`src/rtl/core/rpn_ram.sv`:
```
// ----------------------------------------------------------------------------
// rpn_ram
// Generic single-port-write, single-port-read RAM with a registered read.
// ----------------------------------------------------------------------------
`default_nettype none

module rpn_ram #(
  parameter int WIDTH = 64,
  parameter int DEPTH = 8
) (
  input  wire logic                     clk_i,
  input  wire logic                     we_i,
  input  wire logic [$clog2(DEPTH)-1:0] waddr_i,
  input  wire logic [WIDTH-1:0]         wdata_i,
  input  wire logic                     re_i,
  input  wire logic [$clog2(DEPTH)-1:0] raddr_i,
  output logic      [WIDTH-1:0]         rdata_o
);

  logic [WIDTH-1:0] mem_q [DEPTH];

  always_ff @(posedge clk_i) begin
    if (we_i) begin
      mem_q[waddr_i] <= wdata_i;
    end
    if (re_i) begin
      rdata_o <= mem_q[raddr_i];
    end
  end

endmodule : rpn_ram

`default_nettype wire

```
`config.mk`:
```
export PLATFORM = sky130hd
export DESIGN_NAME = rpn_ram
export DESIGN_NICKNAME = d
export VERILOG_FILES = /design/src/rtl/core/rpn_ram.sv
export SDC_FILE = /design/constraint.sdc
export NUM_CORES = 1
export LEC_CHECK = 0
export ABC_AREA = 1
export BUFFER_PORTS_ARGS = -buffer_cell sky130_fd_sc_hd__clkbuf_2
export CELL_PAD_IN_SITES_DETAIL_PLACEMENT = 0
export CELL_PAD_IN_SITES_GLOBAL_PLACEMENT = 1
export CORE_ASPECT_RATIO = 0.75
export CORE_MARGIN = 1
export CORE_UTILIZATION = 49
export DETAILED_ROUTE_END_ITERATION = 10
export GPL_TIMING_DRIVEN = 0
export MAX_ROUTING_LAYER = met4
export PLACE_DENSITY = 0.86
export SYNTH_ARGS = -nofsm -noshare
export SYNTH_HDL_FRONTEND = slang
export SYNTH_SLANG_ARGS = --single-unit
```
`constraint.sdc`:
```
create_clock -name clk_i -period 5.2 [get_ports clk_i]
set_input_delay 1.56 -clock clk_i [delete_from_list [all_inputs] [get_ports clk_i]]
set_output_delay 1.56 -clock clk_i [all_outputs]
set_load 0.02 [all_outputs]
```
==> results of run 1 <==
==> layout make-up <==
cell class | instances | share of cell area, %
Antenna cell | 5 | 0.0445
Clock buffer | 73 | 5.29
Inverter | 518 | 6.92
Sequential cell | 576 | 61.5
Timing Repair Buffer | 159 | 4.44
Tap cell | 648 | 2.88
Clock inverter | 30 | 0.668
Multi-Input combinational cell | 1102 | 16.1
Buffer | 98 | 2.14
==> kinds of logic (layout without fill, tap and decap cells) <==
group	after synthesis	in the layout	share of synthesized area, %
other	0	5	0
buffers and inverters	616	878	10.5
flip-flops	576	576	71.2
AND/OR/NAND/NOR	1102	1102	18.3
==> worst max-delay path by stage <==
stage | start | end | depth (start not counted)
floorplan | waddr_i[0] | mem_q[0][0]$_DFFE_PP_ | 3
global placement | waddr_i[2] | mem_q[1][56]$_DFFE_PP_ | 4
detailed placement | waddr_i[0] | mem_q[0][8]$_DFFE_PP_ | 7
CTS | waddr_i[0] | mem_q[0][47]$_DFFE_PP_ | 7
global route | waddr_i[0] | mem_q[0][8]$_DFFE_PP_ | 7
finish | waddr_i[0] | mem_q[0][62]$_DFFE_PP_ | 7
==> routing by layer <==
metal  up-vias  wire length, um  GRT usage (%)
met1      7409            24600           32.3
met4         0             1600           8.24
li1       7639                -              -
met2       611            26000           36.4
met3       104             4530           3.60
met5         -                0              -
==> worst max-delay path: stages <==
cell      delay (ps)
clkbuf_2         100
inv_1             70
nand2_1          230
nor2_4           630
buf_16           250
buf_16           190
buf_16           190
==> synthesized netlist by cell type <==
master      n  area [um^2]
buf_1       4         15.0
buf_2      54          270
buf_4      18          135
buf_6      13          146
clkbuf_1    9         33.8
edfxtp_1  576        17300
inv_1     516         1940
inv_2       2         7.51
nand2_1   838         3150
nand3_1   256         1280
nor2_1      8         30.0
==> metrics by stage <==
stage / utilization, % / setup TNS (ps) / setup slack (ps) / hold WS (ps)
2_1_floorplan: - / 0 / 335 / 662
3_3_place_gp: 52.8 / -1228300 / -2470 / 684
3_5_place_dp: 54.1 / 0 / 1620 / 692
4_1_cts: 57.5 / 0 / 2260 / 706
5_1_grt: 57.5 / 0 / 2170 / 767
6_report: 57.5 / 0 / 2260 / 706
==> power groups by stage <==
stage	Clock [mW]	Sequential (mW)	Combinational, mW
finish	3.77	5.34	0.753
global route	3.99	5.36	0.837
CTS	3.82	5.34	0.757
detailed placement	0	5.44	0.753
global placement	0	5.45	0.700
floorplan	0	5.50	0.370
==> registers in the layout (all words and copies together) (netlist names) <==
name,count
mem_q,512
rdata_o,64
==> impl_metrics.csv, run 1 <==
group,metric,value,unit
power,power.share.sequential,54.1,%
floorplanning,fp.coreArea,48900,um^2
placement,port_buffers,135,
placement,dp.cells,3101,
timing,fin_crit,2940,ps
global_routing,antenna_found_initial,4,
timing,finalSetupViolCount,0,
floorplanning,row_count,70,
power,leakage,12.8,nW
finish,drive_above_1_share,12.6,%
timing,slew_violations,0,
timing,relSlewSlack,41.8,%
logic_synthesis,synthesis.instances,2294,
min_path,holdPathEnd,"rdata_o[59]$_DFFE_PP_",
power,totalPowerFinal,9.87,mW
global_routing,grt-ovfl-total,0,
drt,drt_iter0_markers,1339,
clock_tree,cts_tree,"done",
global_routing,grt_use_total,23.7,%
power,switching_share,22.7,%
power,power_density,351,nW/um^2
timing,tightest_slew,871,ps
clock_tree,cts_resized,0,
setup_path,rrSetupSlack,4080,ps
clock_tree,clk_pin_slew,60,ps
setup_path,crit_arrival,3250,ps
finish,nFillCells,3966,
min_path,min-delay-start,"mem_q[1][59]$_DFFE_PP_",
clock_tree,htree_levels,2,
floorplanning,die_y,195,um
power,p_int,7.63,mW
drt,drt.antenna.violating_nets,0,
drt,drt-total-wl,56.7,mm
logic_synthesis,syn_avg_cell_area,10.6,um^2
floorplanning,die_w,259,um
power,peakVddDrop,0.000230,V
flow_run,max_cap_viol_count,0,
logic_synthesis,synth_cell_types,11,
drt,vias_per_cell,4.91,
logic_synthesis,yosysWarnings,0,
clock_tree,cts_hold_buf,0,
logic_synthesis,synthesis.area,24300,um^2
timing,max_freq,340,MHz
global_routing,grt_pass1_vias,15400,
setup_path,worstPathRequired,5510,ps
power,power.share.combinational,7.6,%
min_path,hp-class,"reg2reg",
placement,hpwl,36.8,mm
logic_synthesis,synth_nets,2367,
setup_path,reg2reg_to,"rdata_o[0]$_DFFE_PP_",
min_path,hold_depth,6,
clock_tree,numCtsBuffers,56,
clock_tree,cts_sinks,576,
finish,final_common_cell,"nand2_1",
setup_path,cp-end-kind,"flip-flop",
drt,drc_errors,0,
finish,layout_common_cells,"838 x nand2_1, 576 x edfxtp_1, 516 x inv_1",
floorplanning,die_area,50500,um^2
drt,drtPass1Iterations,5,
power,clkPwrFrac,38.2,%
logic_synthesis,synth_seq_cells,576,
timing,skew,15.8,ps
drt,vias,15800,
floorplanning,io_pins,137,
logic_synthesis,synth_seq_area_share,71.2,%
clock_tree,clock_latency,610,ps
finish,area_delta_synth_final,15.7,%
finish,ff_latch_area,17300,um^2
setup_path,worstPathMaxFanout,18,
finish,stdcell_count,3209,
timing,min_period_over_period,56.6,%
finish,multi_input_area,4520,um^2
setup_path,worstSetupStartpointType,"input port",
clock_tree,cts_root_buf,"clkbuf_16",
placement,placed_area,26400,um^2
drt,drt-wirelength-per-cell,17.7,um
clock_tree,postCtsSetupBuffers,0,
finish,fin_nets,2584,
setup_path,crit_type,"in2reg",
power,power.switching,2.24,mW
timing,rsz0062_at_grt,"no",
timing,hold_viol_final,0,
global_routing,grt_pass1_wl,87.1,mm
finish,fin_area,28100,um^2
clock_tree,cts_buffer_depth,3,
setup_path,rr_worst_depth,6,
placement,gp_congestion,0.781,
setup_path,rr_startpoint,"mem_q[5][0]$_DFFE_PP_",
global_routing,grt_max_degree,37,
floorplanning,start_util,49.7,%
run_status,status,"finished clean",
No activity file was read; power rests on OpenSTA's default activity.
==> inputs of run 2 (changes only) <==
--- a/config.mk
+++ b/config.mk
@@ -11,11 +11,11 @@
 export CELL_PAD_IN_SITES_GLOBAL_PLACEMENT = 1
 export CORE_ASPECT_RATIO = 0.75
 export CORE_MARGIN = 1
-export CORE_UTILIZATION = 49
+export CORE_UTILIZATION = 44
 export DETAILED_ROUTE_END_ITERATION = 10
 export GPL_TIMING_DRIVEN = 0
 export MAX_ROUTING_LAYER = met4
-export PLACE_DENSITY = 0.86
+export PLACE_DENSITY = 0.82
 export SYNTH_ARGS = -nofsm -noshare
 export SYNTH_HDL_FRONTEND = slang
 export SYNTH_SLANG_ARGS = --single-unit
==> constraint.sdc (replaced) <==
create_clock -name clk_i -period 2.37 [get_ports clk_i]
set_input_delay 0.711 -clock clk_i [delete_from_list [all_inputs] [get_ports clk_i]]
set_output_delay 0.711 -clock clk_i [all_outputs]
set_load 0.02 [all_outputs]
==> run 2 against run 1 <==
Effect of this change:
- combinational power grew 120%
- sequential power grew 120%
- critical path depth shrank 1
- largest power group unchanged
- first-iteration DRC count grew 8.1%
- clock-buffer cell count shrank 7
- core utilization shrank 5.6 points
- sequential cell count is the same
- highest routed layer unchanged
- register-to-register slack lost 2900 ps
- total power grew 130%
- hold slack lost 330 ps
- die area grew 11%
==> impl_metrics.csv, run 2 (same netlist as run 1, synthesis figures left out) <==
group,metric,value,unit
drt,top_layer_used,"met4",
floorplanning,die_area,56200,um^2
floorplanning,die_w,273,um
global_routing,grt_pass1_wl,87.3,mm
drt,drt-wirelength-per-cell,17.6,um
placement,placed_area,26500,um^2
placement,port_buffers,135,
clock_tree,postCtsSetupBuffers,0,
power,peakVddDrop,0.000518,V
min_path,hp-class,"in2reg",
drt,drt.antenna.violating_nets,0,
drt,drt-total-wl,57.7,mm
global_routing,grt_use_total,21.4,%
timing,max_freq,499,MHz
drt,vias,15800,
timing,relSlewSlack,35.8,%
power,leakage,12.9,nW
floorplanning,row_count,74,
drt,drtPass1Iterations,5,
setup_path,worstSetupStartpointType,"input port",
setup_path,rr_worst_depth,6,
timing,hold_slack,377,ps
finish,drive_above_1_share,12.8,%
setup_path,rr_startpoint,"mem_q[7][2]$_DFFE_PP_",
finish,fin_area,28300,um^2
clock_tree,cts_hold_buf,0,
timing,tightest_slew,961,ps
timing,min_period_over_period,84.6,%
finish,final_common_cell,"nand2_1",
drt,met1_length,25.5,mm
finish,reg.largest.list,"mem_q: 512 flops, rdata_o: 64 flops",
timing,slew_violations,0,
finish,ff_latch_area,17300,um^2
floorplanning,die_y,206,um
clock_tree,cts_sinks,576,
global_routing,grt_max_degree,37,
finish,area_delta_synth_final,16.4,%
floorplanning,start_util,44.6,%
global_routing,grt-ovfl-total,0,
setup_path,crit_path_end,"mem_q[6][58]$_DFFE_PP_",
clock_tree,cts_buffer_depth,3,
floorplanning,io_pins,137,
setup_path,rrSetupSlack,1190,ps
finish,fin_nets,2580,
setup_path,worstPathRequired,2670,ps
drt,drc_errors,0,
setup_path,crit_start,"waddr_i[0]",
timing,finalSetupViolCount,0,
drt,vias_per_cell,4.81,
setup_path,cp-end-kind,"flip-flop",
clock_tree,cts_root_buf,"clkbuf_16",
drt,wl_met2,26.1,mm
finish,final_util,51.9,%
clock_tree,clock_latency,610,ps
clock_tree,clk_pin_slew,60,ps
global_routing,antenna_found_initial,5,
setup_path,reg2reg_to,"rdata_o[2]$_DFFE_PP_",
clock_tree,htree_levels,2,
timing,fin_crit,2000,ps
clock_tree,cts_tree,"done",
clock_tree,cts_resized,0,
setup_path,crit_arrival,2300,ps
finish,multi_input_area,4520,um^2
finish,largest_reg_flops,512,
placement,hpwl,37.5,mm
run_status,status,"finished clean",
floorplanning,fp.coreArea,54500,um^2
timing,rsz0062_at_grt,"no",
finish,layout_common_cells,"838 x nand2_1, 576 x edfxtp_1, 516 x inv_1",
power,power_density,789,nW/um^2
finish,largest_register,"mem_q",
global_routing,grt_pass1_vias,15400,
setup_path,worstPathMaxFanout,21,
finish,nFillCells,4641,
setup_path,crit_type,"in2reg",
drt,drt_iter0_markers,1448,
flow_run,max_cap_viol_count,0,
clock_tree,numCtsBuffers,55,
drt,dr_wl_met3,4.63,mm
timing,fin_setup_tns,0,ps
timing,skew,16.1,ps
timing,hold_viol_final,0,
placement,gp_congestion,0.799,
[run 2: cell count changes in the layout (fill, tap and decap cells not counted)]
cell	before	now
diode_2	5	7
clkinvlp_4	0	2
clkinv_2	6	9
clkbuf_1	25	18
inv_6	2	0
clkinv_4	1	0
buf_12	12	9
clkinv_1	19	17
bufinv_16	2	8
[run 2: per-stage QoR]
step	worst slack (ps)	power (mW)	cells
after floorplan	-621	12.9	2294
after CTS	368	22.5	3274
after detailed placement	-273	13.6	3172
after global routing	284	23.0	3279
final	365	22.3	3281
after global placement	-2420	13.5	3151
[run 2: critical path, stage by stage]
cell	delay, ps
clkbuf_2	90
inv_1	40
nand2_1	210
nor2_4	790
buf_16	260
buf_16	170
[run 2: metal layers]
layer	global-route usage, %	vias up
met2	32.5	585
met4	6.92	0
met5	-	-
met3	3.79	108
li1	-	7621
met1	29.3	7471
[run 2: worst min path at each step]
stage,to,depth (start not counted),slack (ps),startpoint
floorplan,rdata_o[62]$_DFFE_PP_,6,660,mem_q[4][62]$_DFFE_PP_
global placement,rdata_o[59]$_DFFE_PP_,6,690,mem_q[0][59]$_DFFE_PP_
detailed placement,rdata_o[50]$_DFFE_PP_,6,690,mem_q[1][50]$_DFFE_PP_
CTS,mem_q[7][31]$_DFFE_PP_,1,340,wdata_i[31]
global route,mem_q[7][31]$_DFFE_PP_,1,380,wdata_i[31]
finish,mem_q[7][31]$_DFFE_PP_,1,380,wdata_i[31]
[run 2: final cells by class]
type | count | share of cell area (%)
flip-flops and latches | 576 | 61.1
multi-input cells | 1102 | 16.0
inverters | 518 | 6.87
clock buffers | 66 | 5.16
repair buffers | 156 | 4.20
well taps | 722 | 3.19
plain buffers | 98 | 2.12
clock inverters | 36 | 1.29
diodes | 7 | 0.0619
[run 2: where the power goes]
part           total (mW)  leakage (nW)  internal (mW)  switching, mW
combinational        1.66          6.69          0.488           1.17
clock                8.95         0.888           5.23           3.72
sequential           11.7          5.29           11.6         0.0890
total                22.3          12.9           17.4           4.97
